`src/rdt_pkg.sv`:
```
// package for the running drawdown tracker: shared constants, state enums
// and the divider status struct; no dependencies
package rdt_pkg;

  // percent result width and fraction bits of all fixed point values
  localparam int unsigned PCT_W   = 32;
  localparam int unsigned FRAC_W  = 16;
  // depth of the queue between front and back
  localparam int unsigned QUEUE_DEPTH = 2;

  localparam logic [PCT_W-1:0] PCT_MAX = {1'b0, {(PCT_W-1){1'b1}}};
  localparam logic [PCT_W-1:0] PCT_MIN = {1'b1, {(PCT_W-1){1'b0}}};

  // back end sequencer
  typedef enum logic [2:0] {
    BK_IDLE,
    BK_PREP,
    BK_START,
    BK_WAIT,
    BK_POST,
    BK_OUT
  } back_state_e;

  // divider sequencer
  typedef enum logic [1:0] {
    DIV_IDLE,
    DIV_CHECK,
    DIV_STEP
  } div_state_e;

  // divider status toward the back end
  typedef struct packed {
    logic done;  // one-cycle pulse, quotient valid
    logic ovf;   // quotient does not fit in PCT_W bits
  } div_status_t;

endpackage

```
`src/rdt_front.sv`:
```
// front end: mode register, value select, running peak and drawdown classify
// depends on rdt_pkg
module rdt_front import rdt_pkg::*; #(
  parameter int unsigned VALUE_WIDTH = 48
) (
  input  logic                          clk_i,
  input  logic                          rst_ni,
  input  logic                          cfg_valid_i,
  output logic                          cfg_ready_o,
  input  logic                          cfg_data_i,
  input  logic                          in_valid_i,
  output logic                          in_ready_o,
  input  logic signed [VALUE_WIDTH-1:0] portfolio_value_i,
  input  logic signed [VALUE_WIDTH-1:0] fund_value_i,
  input  logic                          full_i,
  output logic                          push_o,
  output logic [2*VALUE_WIDTH:0]        push_data_o
);

  logic                   fund_mode_q;
  logic [VALUE_WIDTH-1:0] peak_q, peak_d;
  logic [VALUE_WIDTH-1:0] cur_value;
  logic [VALUE_WIDTH:0]   gap;
  logic                   rise;
  logic [VALUE_WIDTH-1:0] diff;
  logic                   no_pct;

  // mode register, always writable
  assign cfg_ready_o = 1'b1;

  always_ff @(posedge clk_i or negedge rst_ni) begin
    if (!rst_ni) begin
      fund_mode_q <= 1'b0;
    end else if (cfg_valid_i) begin
      fund_mode_q <= cfg_data_i;
    end
  end

  // current value and signed gap to the old peak, sign bit says a new peak
  assign cur_value = fund_mode_q ? fund_value_i : portfolio_value_i;
  assign gap  = {peak_q[VALUE_WIDTH-1], peak_q} - {cur_value[VALUE_WIDTH-1], cur_value};
  assign rise = gap[VALUE_WIDTH];

  assign peak_d = rise ? cur_value : peak_q;
  assign diff   = rise ? '0 : gap[VALUE_WIDTH-1:0];
  // zero drawdown or zero peak skips the divide
  assign no_pct = rise || (peak_q == '0) || (gap == '0);

  assign in_ready_o  = !full_i;
  assign push_o      = in_valid_i && !full_i;
  assign push_data_o = {no_pct, peak_d, diff};

  // running peak, starts at the most negative value
  always_ff @(posedge clk_i or negedge rst_ni) begin
    if (!rst_ni) begin
      peak_q <= {1'b1, {(VALUE_WIDTH-1){1'b0}}};
    end else if (push_o) begin
      peak_q <= peak_d;
    end
  end

endmodule

```
`src/rdt_queue.sv`:
```
// small register queue between front and back end
// depends on rdt_pkg (no items used beyond the import convention)
module rdt_queue import rdt_pkg::*; #(
  parameter int unsigned WIDTH = 97,
  parameter int unsigned DEPTH = 2
) (
  input  logic             clk_i,
  input  logic             rst_ni,
  input  logic             push_i,
  input  logic [WIDTH-1:0] push_data_i,
  input  logic             pop_i,
  output logic [WIDTH-1:0] pop_data_o,
  output logic             full_o,
  output logic             empty_o
);

  localparam int unsigned PTR_W = (DEPTH > 1) ? $clog2(DEPTH) : 1;
  localparam int unsigned CNT_W = $clog2(DEPTH + 1);

  logic [WIDTH-1:0] entry_q [DEPTH];
  logic [PTR_W-1:0] wr_ptr_q, rd_ptr_q;
  logic [CNT_W-1:0] count_q;

  assign full_o     = (count_q == CNT_W'(DEPTH));
  assign empty_o    = (count_q == '0);
  assign pop_data_o = entry_q[rd_ptr_q];

  // storage
  always_ff @(posedge clk_i) begin
    if (push_i) begin
      entry_q[wr_ptr_q] <= push_data_i;
    end
  end

  // pointers and fill count
  always_ff @(posedge clk_i or negedge rst_ni) begin
    if (!rst_ni) begin
      wr_ptr_q <= '0;
      rd_ptr_q <= '0;
      count_q  <= '0;
    end else begin
      if (push_i) begin
        wr_ptr_q <= (wr_ptr_q == PTR_W'(DEPTH-1)) ? '0 : wr_ptr_q + 1'b1;
      end
      if (pop_i) begin
        rd_ptr_q <= (rd_ptr_q == PTR_W'(DEPTH-1)) ? '0 : rd_ptr_q + 1'b1;
      end
      if (push_i && !pop_i) begin
        count_q <= count_q + 1'b1;
      end else if (pop_i && !push_i) begin
        count_q <= count_q - 1'b1;
      end
    end
  end

`ifndef ASSERT_OFF
  // no overrun or underrun from the neighbors
  a_no_overrun: assert property (@(posedge clk_i) disable iff (!rst_ni)
    push_i |-> !full_o) else $error("queue push while full");
  a_no_underrun: assert property (@(posedge clk_i) disable iff (!rst_ni)
    pop_i |-> !empty_o) else $error("queue pop while empty");
`endif

endmodule

```
`src/rdt_div.sv`:
```
// restoring divider, one quotient bit per cycle, with overflow check
// depends on rdt_pkg (PCT_W, div_state_e, div_status_t)
module rdt_div import rdt_pkg::*; #(
  parameter int unsigned VALUE_WIDTH = 48
) (
  input  logic                   clk_i,
  input  logic                   rst_ni,
  input  logic                   start_i,
  input  logic [VALUE_WIDTH-1:0] num_hi_i,
  input  logic [PCT_W-1:0]       num_lo_i,
  input  logic [VALUE_WIDTH-1:0] den_i,
  output div_status_t            status_o,
  output logic [PCT_W-1:0]       quo_o
);

  localparam int unsigned CNT_W = $clog2(PCT_W);

  div_state_e             state_q, state_d;
  logic [VALUE_WIDTH-1:0] rem_q, den_q;
  logic [PCT_W-1:0]       shift_q;
  logic [CNT_W-1:0]       cnt_q;
  logic                   done_q, ovf_q;
  logic                   done_d, ovf_d;
  logic [VALUE_WIDTH-1:0] rem_shift;
  logic                   take;
  logic                   last;

  // remainder stays below the divisor, so the top bit is free for the shift
  assign rem_shift = {rem_q[VALUE_WIDTH-2:0], shift_q[PCT_W-1]};
  assign take      = (rem_shift >= den_q);
  assign last      = (cnt_q == CNT_W'(PCT_W-1));

  always_ff @(posedge clk_i or negedge rst_ni) begin
    if (!rst_ni) begin
      state_q <= DIV_IDLE;
      done_q  <= 1'b0;
      ovf_q   <= 1'b0;
    end else begin
      state_q <= state_d;
      done_q  <= done_d;
      ovf_q   <= ovf_d;
    end
  end

  always_comb begin
    state_d = state_q;
    done_d  = 1'b0;
    ovf_d   = ovf_q;
    unique case (state_q)
      DIV_IDLE: begin
        if (start_i) begin
          state_d = DIV_CHECK;
        end
      end
      DIV_CHECK: begin
        // high half not below divisor means quotient needs more than PCT_W bits
        if (rem_q >= den_q) begin
          ovf_d   = 1'b1;
          done_d  = 1'b1;
          state_d = DIV_IDLE;
        end else begin
          ovf_d   = 1'b0;
          state_d = DIV_STEP;
        end
      end
      DIV_STEP: begin
        if (last) begin
          done_d  = 1'b1;
          state_d = DIV_IDLE;
        end
      end
      default: state_d = DIV_IDLE;
    endcase
  end

  // datapath: remainder, dividend low bits shifting out, quotient shifting in
  always_ff @(posedge clk_i) begin
    unique case (state_q)
      DIV_IDLE: begin
        if (start_i) begin
          rem_q   <= num_hi_i;
          shift_q <= num_lo_i;
          den_q   <= den_i;
        end
      end
      DIV_CHECK: begin
        cnt_q <= '0;
      end
      DIV_STEP: begin
        rem_q   <= take ? rem_shift - den_q : rem_shift;
        shift_q <= {shift_q[PCT_W-2:0], take};
        cnt_q   <= cnt_q + 1'b1;
      end
      default: begin
        cnt_q <= '0;
      end
    endcase
  end

  assign status_o.done = done_q;
  assign status_o.ovf  = ovf_q;
  assign quo_o         = shift_q;

`ifndef ASSERT_OFF
  // result pulse only once the sequencer is back at rest
  a_done_idle: assert property (@(posedge clk_i) disable iff (!rst_ni)
    done_q |-> state_q == DIV_IDLE) else $error("divider done while busy");
`endif

endmodule

```
`src/rdt_back.sv`:
```
// back end: percent divide, running maxima, run counters, output register
// depends on rdt_pkg and rdt_div
module rdt_back import rdt_pkg::*; #(
  parameter int unsigned VALUE_WIDTH = 48,
  parameter int unsigned COUNT_WIDTH = 32
) (
  input  logic                          clk_i,
  input  logic                          rst_ni,
  input  logic                          empty_i,
  input  logic [2*VALUE_WIDTH:0]        pop_data_i,
  output logic                          pop_o,
  output logic                          out_valid_o,
  input  logic                          out_ready_i,
  output logic signed [VALUE_WIDTH-1:0] money_down_o,
  output logic signed [PCT_W-1:0]       percent_down_o,
  output logic [VALUE_WIDTH-2:0]        max_money_down_o,
  output logic [PCT_W-2:0]              max_percent_down_o,
  output logic [COUNT_WIDTH-1:0]        down_run_length_o,
  output logic [COUNT_WIDTH-1:0]        max_down_run_length_o
);

  // diff*100 needs 7 more bits
  localparam int unsigned PROD_W = VALUE_WIDTH + 7;
  localparam int unsigned HI_W   = PROD_W - FRAC_W;

  back_state_e            state_q, state_d;
  logic                   no_pct_q;
  logic [VALUE_WIDTH-1:0] peak_q, diff_q;
  logic [PROD_W-1:0]      prod_q;
  logic [VALUE_WIDTH-1:0] den_q;
  logic [PCT_W-1:0]       pct_q, pct_d;
  logic                   div_start;
  div_status_t            div_status;
  logic [PCT_W-1:0]       quo;
  logic [PROD_W-1:0]      diff_ext;
  logic                   load;
  logic                   sat;
  logic [VALUE_WIDTH-2:0] money;
  logic                   pct_pos;
  logic                   run_full;

  logic                   out_valid_q;
  logic [VALUE_WIDTH-1:0] money_out_q;
  logic [PCT_W-1:0]       pct_out_q;
  logic [VALUE_WIDTH-2:0] max_money_q;
  logic [PCT_W-2:0]       max_pct_q;
  logic [COUNT_WIDTH-1:0] run_q, longest_q;

  rdt_div #(
    .VALUE_WIDTH(VALUE_WIDTH)
  ) u_div (
    .clk_i   (clk_i),
    .rst_ni  (rst_ni),
    .start_i (div_start),
    .num_hi_i({{(VALUE_WIDTH-HI_W){1'b0}}, prod_q[PROD_W-1:FRAC_W]}),
    .num_lo_i({prod_q[FRAC_W-1:0], {(PCT_W-FRAC_W){1'b0}}}),
    .den_i   (den_q),
    .status_o(div_status),
    .quo_o   (quo)
  );

  // sequencer
  always_ff @(posedge clk_i or negedge rst_ni) begin
    if (!rst_ni) begin
      state_q <= BK_IDLE;
    end else begin
      state_q <= state_d;
    end
  end

  always_comb begin
    state_d   = state_q;
    pop_o     = 1'b0;
    div_start = 1'b0;
    load      = 1'b0;
    unique case (state_q)
      BK_IDLE: begin
        if (!empty_i) begin
          pop_o   = 1'b1;
          state_d = BK_PREP;
        end
      end
      BK_PREP:  state_d = no_pct_q ? BK_POST : BK_START;
      BK_START: begin
        div_start = 1'b1;
        state_d   = BK_WAIT;
      end
      BK_WAIT: begin
        if (div_status.done) begin
          state_d = BK_POST;
        end
      end
      BK_POST:  state_d = BK_OUT;
      BK_OUT: begin
        if (!out_valid_q || out_ready_i) begin
          load    = 1'b1;
          state_d = BK_IDLE;
        end
      end
      default: state_d = BK_IDLE;
    endcase
  end

  // diff*6553600 = (diff*100) << 16, the times hundred as shifts and adds
  assign diff_ext = {{(PROD_W-VALUE_WIDTH){1'b0}}, diff_q};

  // signed percent from quotient, saturated, sign of the peak
  assign sat = div_status.ovf || quo[PCT_W-1];
  always_comb begin
    if (no_pct_q) begin
      pct_d = '0;
    end else if (peak_q[VALUE_WIDTH-1]) begin
      pct_d = sat ? PCT_MIN : (~quo + 1'b1);
    end else begin
      pct_d = sat ? PCT_MAX : quo;
    end
  end

  // item datapath
  always_ff @(posedge clk_i) begin
    if (pop_o) begin
      {no_pct_q, peak_q, diff_q} <= pop_data_i;
    end
    if (state_q == BK_PREP) begin
      prod_q <= (diff_ext << 6) + (diff_ext << 5) + (diff_ext << 2);
      den_q  <= peak_q[VALUE_WIDTH-1] ? (~peak_q + 1'b1) : peak_q;
    end
    if (state_q == BK_POST) begin
      pct_q <= pct_d;
    end
  end

  // money saturates at the largest positive value
  assign money    = diff_q[VALUE_WIDTH-1] ? '1 : diff_q[VALUE_WIDTH-2:0];
  assign pct_pos  = !pct_q[PCT_W-1] && (pct_q != '0);
  assign run_full = (run_q == '1);

  always_ff @(posedge clk_i) begin
    if (load) begin
      money_out_q <= {1'b0, money};
      pct_out_q   <= pct_q;
    end
  end

  // running statistics and output valid
  always_ff @(posedge clk_i or negedge rst_ni) begin
    if (!rst_ni) begin
      out_valid_q <= 1'b0;
      max_money_q <= '0;
      max_pct_q   <= '0;
      run_q       <= '0;
      longest_q   <= '0;
    end else begin
      if (load) begin
        out_valid_q <= 1'b1;
      end else if (out_ready_i) begin
        out_valid_q <= 1'b0;
      end
      if (load) begin
        if (money > max_money_q) begin
          max_money_q <= money;
        end
        if (!pct_q[PCT_W-1] && (pct_q[PCT_W-2:0] > max_pct_q)) begin
          max_pct_q <= pct_q[PCT_W-2:0];
        end
        // longest never trails the run, so it only moves when they match
        if (!pct_pos) begin
          run_q <= '0;
        end else if (!run_full) begin
          run_q <= run_q + 1'b1;
          if (run_q == longest_q) begin
            longest_q <= run_q + 1'b1;
          end
        end
      end
    end
  end

  assign out_valid_o           = out_valid_q;
  assign money_down_o          = money_out_q;
  assign percent_down_o        = pct_out_q;
  assign max_money_down_o      = max_money_q;
  assign max_percent_down_o    = max_pct_q;
  assign down_run_length_o     = run_q;
  assign max_down_run_length_o = longest_q;

`ifndef ASSERT_OFF
  // current run never exceeds the longest run
  a_run_le_longest: assert property (@(posedge clk_i) disable iff (!rst_ni)
    run_q <= longest_q) else $error("run length above longest run");
  // largest money drawdown only grows
  a_max_money_mono: assert property (@(posedge clk_i) disable iff (!rst_ni)
    1'b1 |=> max_money_q >= $past(max_money_q))
    else $error("max money drawdown decreased");
  // statistics hold while a result waits
  a_stats_hold: assert property (@(posedge clk_i) disable iff (!rst_ni)
    out_valid_q && !out_ready_i |=> $stable(run_q) && $stable(max_pct_q))
    else $error("statistics changed under a stalled beat");
`endif

endmodule

```
`src/running_drawdown_tracker_core.sv`:
```
// Running drawdown tracker, top level.
// Channels: input beats (portfolio_value_i, fund_value_i) on in_valid_i/in_ready_o,
// result beats on out_valid_o/out_ready_i, and a one-bit mode write channel
// (cfg_valid_i/cfg_ready_o/cfg_data_i, 0 portfolio, 1 fund, always ready).
// Each input beat gives exactly one result beat, in order.
// The front end picks the value, updates the peak and queues the item in a
// two-entry queue; the back end runs a restoring divider, one quotient bit
// per cycle, for the percent drawdown.
// The back end handles one item at a time, through prepare, divider start, wait,
// post and output steps; the 32 divider steps are skipped, with start and wait,
// when the drawdown or the peak is zero. It pops the next item only once the
// last result is loaded into the output register.
// The front takes up to two more items while the back end is busy.
// Reset: peak goes to the most negative value, maxima and run counts to zero,
// mode to portfolio, no result pending.
// Receiver stall: the result holds in the output register; the back end
// waits, and the front stops taking items once the queue is full.
// Depends on rdt_pkg, rdt_front, rdt_queue, rdt_back.
module running_drawdown_tracker_core import rdt_pkg::*; #(
  parameter int unsigned VALUE_WIDTH = 48,
  parameter int unsigned COUNT_WIDTH = 32
) (
  input  logic                          clk_i,
  input  logic                          rst_ni,
  input  logic                          cfg_valid_i,
  output logic                          cfg_ready_o,
  input  logic                          cfg_data_i,
  input  logic                          in_valid_i,
  output logic                          in_ready_o,
  input  logic signed [VALUE_WIDTH-1:0] portfolio_value_i,
  input  logic signed [VALUE_WIDTH-1:0] fund_value_i,
  output logic                          out_valid_o,
  input  logic                          out_ready_i,
  output logic signed [VALUE_WIDTH-1:0] money_down_o,
  output logic signed [PCT_W-1:0]       percent_down_o,
  output logic [VALUE_WIDTH-2:0]        max_money_down_o,
  output logic [PCT_W-2:0]              max_percent_down_o,
  output logic [COUNT_WIDTH-1:0]        down_run_length_o,
  output logic [COUNT_WIDTH-1:0]        max_down_run_length_o
);

  localparam int unsigned ENTRY_W = 2 * VALUE_WIDTH + 1;

  logic               push, pop, full, empty;
  logic [ENTRY_W-1:0] push_data, pop_data;

  rdt_front #(
    .VALUE_WIDTH(VALUE_WIDTH)
  ) u_front (
    .clk_i            (clk_i),
    .rst_ni           (rst_ni),
    .cfg_valid_i      (cfg_valid_i),
    .cfg_ready_o      (cfg_ready_o),
    .cfg_data_i       (cfg_data_i),
    .in_valid_i       (in_valid_i),
    .in_ready_o       (in_ready_o),
    .portfolio_value_i(portfolio_value_i),
    .fund_value_i     (fund_value_i),
    .full_i           (full),
    .push_o           (push),
    .push_data_o      (push_data)
  );

  rdt_queue #(
    .WIDTH(ENTRY_W),
    .DEPTH(QUEUE_DEPTH)
  ) u_queue (
    .clk_i      (clk_i),
    .rst_ni     (rst_ni),
    .push_i     (push),
    .push_data_i(push_data),
    .pop_i      (pop),
    .pop_data_o (pop_data),
    .full_o     (full),
    .empty_o    (empty)
  );

  rdt_back #(
    .VALUE_WIDTH(VALUE_WIDTH),
    .COUNT_WIDTH(COUNT_WIDTH)
  ) u_back (
    .clk_i                (clk_i),
    .rst_ni               (rst_ni),
    .empty_i              (empty),
    .pop_data_i           (pop_data),
    .pop_o                (pop),
    .out_valid_o          (out_valid_o),
    .out_ready_i          (out_ready_i),
    .money_down_o         (money_down_o),
    .percent_down_o       (percent_down_o),
    .max_money_down_o     (max_money_down_o),
    .max_percent_down_o   (max_percent_down_o),
    .down_run_length_o    (down_run_length_o),
    .max_down_run_length_o(max_down_run_length_o)
  );

endmodule

```
`config.mk`:
```
export PLATFORM = sky130hd
export DESIGN_NAME = running_drawdown_tracker_core
export DESIGN_NICKNAME = d
export VERILOG_FILES = /design/src/rdt_pkg.sv /design/src/rdt_front.sv /design/src/rdt_queue.sv /design/src/rdt_div.sv /design/src/rdt_back.sv /design/src/running_drawdown_tracker_core.sv
export SDC_FILE = /design/constraint.sdc
export NUM_CORES = 2
export LEC_CHECK = 0
export ABC_AREA = 1
export BUFFER_PORTS_ARGS = -buffer_cell sky130_fd_sc_hd__buf_2
export CORE_ASPECT_RATIO = 1.5
export CORE_MARGIN = 2
export CORE_UTILIZATION = 45
export CTS_CLUSTER_DIAMETER = 200
export DETAILED_ROUTE_END_ITERATION = 12
export GPL_ROUTABILITY_DRIVEN = 0
export GPL_TIMING_DRIVEN = 0
export HOLD_SLACK_MARGIN = 0.05
export PLACE_DENSITY = 0.72
export SYNTH_ARGS = -nofsm -noshare
export SYNTH_HDL_FRONTEND = slang
export SYNTH_SLANG_ARGS = --single-unit
```
`constraint.sdc`:
```
create_clock -name clk_i -period 17.4 [get_ports clk_i]
set_clock_uncertainty 0.15 [all_clocks]
set_input_delay 3.48 -clock clk_i [delete_from_list [all_inputs] [get_ports clk_i]]
set_output_delay 3.48 -clock clk_i [all_outputs]
set_load 0.01 [all_outputs]
```
==> flow_summary.ini <==
[clock_network]
numCtsBuffers = 81
cts_root_buffer = clkbuf_16
clock_path_buffers = 3
path_clk_slew_ns = 0.07
cts_sinks = 839
cts.htree.levels = 3
tritoncts = built
clkLatencyLatePin_ns = 0.71
post_cts_buffers = 0
ctsResizeCount = 0
cts_hold_buf = 0

[worst_setup_path]
cp_common_cell = nand2_1
end_kind = register
start_kind = input port
crit_family = simple AND/OR/NAND/NOR gates
crit_type = input port to register
crit_path_top_delay_cell = o21ai_0
cpPeakStageDelay_ns = 0.94
critPathMaxFanout = 10
critical_path_required_ns = 17.66
worst_ep_arrival_time_ns = 7.29
path_buf_inv = 5
worstPathCellList = buf_2 -> o21ai_0 -> inv_1 -> fa_1 -> inv_1 -> nand2_1 -> nand2_1 -> nand3_1 -> nand2_1 -> nand2_1 -> nand2_1 -> nand2_1 -> nand2_1 -> nand2_1 -> nand2_1 -> nand2_1 -> nand2_4 -> buf_2 -> buf_2 -> nor2_1

[sta]
hold_violations = 0
fin_tns_setup_ns = 0
rsz0062_at_grt = no
holdWs_ns = 0.262
tightest_slew_ns = 1.25
max_freq_ghz = 0.142
slew_headroom_pct = 16.0
fin_crit_ns = 7.03
finalSetupViolCount = 0
finalMaxSlewViolations = 0
fin_crit_sh_pct = 40.4

[place]
post_dp_cell_area_um2 = 53200
io_buffers = 324
hpwl_um = 118000
dp_cells = 7421

[logic_synthesis]
synth_top_area_cell = edfxtp_1
syn_area_um2 = 49300
synth_commonest_cells = nand2_1 (1653), inv_1 (662), edfxtp_1 (636), nor2_1 (502), a21oi_1 (323)
ys_top_cells_by_area = edfxtp_1 (39%), nand2_1 (13%), dfrtp_1 (10%)
synth_cells = 5649
synth.most_common_cell = nand2_1
synth_top_area_share_pct = 38.7
yosysUniqueCellTypes = 62
synthesis.nets = 6085
synth_area_per_cell_um2 = 8.73
ys_seq_elements = 839
ys_warn_count = 0
async_flop_share_pct = 24.2
synth_edf_count = 636
ys_seq_area_share_pct = 49.0
synth_flop_cell = edfxtp_1

[grt]
gr-total-overflow = 0
grt_max_degree = 104
met1_usage_pct = 27.0
antenna_found_initial = 1
grtUsageMet3_pct = 4.48
grt_pass1_vias = 40382
grt-busiest-layer = met2
grt_pass1_wl_um = 227000
use_met2_pct = 47.8
track_usage_pct = 26.6

[floorplan]
design.die.area_um2 = 112000
fp.dieH_um = 410
core_area_um2 = 109000
die_x_um = 274
rows = 148
initial_utilization_pct = 45.4
ios = 327

[pwr]
powerDensity_nw_per_um2 = 217
power_uw = 12200
ir_drop_mv = 0.108
p_leak_uw = 0.0253

[detailed_routing]
vias = 40642
drc = 0
routedWlPerCell_um = 19.8
vias_per_cell = 5.37
detail-route-antenna-nets = 0
drt_iter0_markers = 2979
routed_wl_um = 150000
dr.pass1.iters = 7

[outcome]
status = completed

[min_path]
hp-class = register to register

[layout]
nets = 6515
instances_no_fill = 7573
fin_area_um2 = 56000
nFillCells = 9891
drive_above_1_share_pct = 10.5
syn2layout_area_growth_pct = 13.6

[job]
drv_cap = 0
## worst paths after layout
| path | startpoint | to | slack [ns] | cells after the start |
|---|---|---|---|---|
| worst min-delay path | u_back.den_q[47]$_SDFFCE_PN0N_ | u_back.u_div.den_q[47]$_DFFE_PP_ | 0.26 | 0 |
| worst min register to register | u_back.den_q[47]$_SDFFCE_PN0N_ | u_back.u_div.den_q[47]$_DFFE_PP_ | 0.26 | 0 |
| worst max-delay path | portfolio_value_i[1] | u_queue.entry_q[0][35]$_DFFE_PP_ | 10.37 | 20 |
| max in group asynchronous | rst_ni | u_front.peak_q[25]$_DFFE_PN0P_ | 13.23 | 2 |
| min in group asynchronous | rst_ni | u_back.max_percent_down_o[24]$_DFFE_PN0P_ | 2.71 | 1 |
| worst max register to register | u_front.fund_mode_q$_DFFE_PN0P_ | u_queue.entry_q[0][35]$_DFFE_PP_ | 12.32 | 21 |
## metal layers
metal,up-vias,share of wire [%]
met5,-,0.011
li1,19601,-
met3,539,5.5
met2,1496,51
met1,19004,34
met4,2,9.1
## cells in the final DEF, fill, tap and decap left out, types with 14 or more instances in the layout
cell type,n
a21oi_1,322
a31oi_1,24
buf_2,348
clkbuf_1,120
clkbuf_16,82
dfrtp_1,202
edfxtp_1,636
fa_1,47
ha_1,287
inv_1,662
mux2i_1,46
nand2_1,1653
nand3_1,206
nand3b_1,16
nand4_1,75
nor2_1,498
nor3_1,69
nor4_1,41
o211ai_1,26
o21a_1,14
o21ai_0,221
o21ai_1,53
o21ai_2,47
o21bai_1,18
or2_2,52
xnor2_1,88
xor2_1,102
## power by group
part / total [uW] / switching [uW] / leakage, uW / internal (uW)
sequential: 3920 / 547 / 0.00850 / 3380
combinational: 6400 / 4380 / 0.0154 / 2020
clock: 1840 / 805 / 0.00136 / 1030
total: 12200 / 5730 / 0.0253 / 6430
## final cells by class
class	instances	area (um2)	area share (%)
flip-flops and latches	839	24200	43.1
clock buffers	109	2250	4.02
plain buffers	147	656	1.17
repair buffers	347	2060	3.67
multi-input cells	3996	22000	39.3
inverters	667	2510	4.47
diodes	1	2.50	0.00446
well taps	1425	1780	3.18
clock inverters	42	559	0.998
## cells by family after synthesis
| family | Yosys count | synth area share, % |
|---|---|---|
| other cells | 2 | 0.0152 |
| compound gates | 778 | 8.93 |
| mux | 46 | 0.933 |
| flops | 839 | 49.0 |
| simple gates | 2646 | 22.1 |
| fa+ha+maj | 334 | 9.19 |
| buf+inv | 814 | 6.41 |
| xor+xnor | 190 | 3.37 |
## registers in the layout (all words and copies together), names as in the netlist, 47 cells and up
register                 flops
u_back.prod_q               53
u_front.peak_q              48
u_back.u_div.rem_q          48
u_back.u_div.den_q          48
u_back.money_down_o         47
u_back.den_q                48
u_back.diff_q               48
u_back.peak_q               48
u_back.max_money_down_o     47
u_queue.entry_q            194
## per-stage QoR
stage | utilization, % | setup slack [ns]
floorplan | - | 8.84
CTS | 51.6 | 10.61
detailed placement | 49.0 | 9.86
global placement | 48.5 | 6.06
finish | 51.6 | 10.37
global route | 51.6 | 10.25
Note: power is estimated with default switching activity, not from simulation.
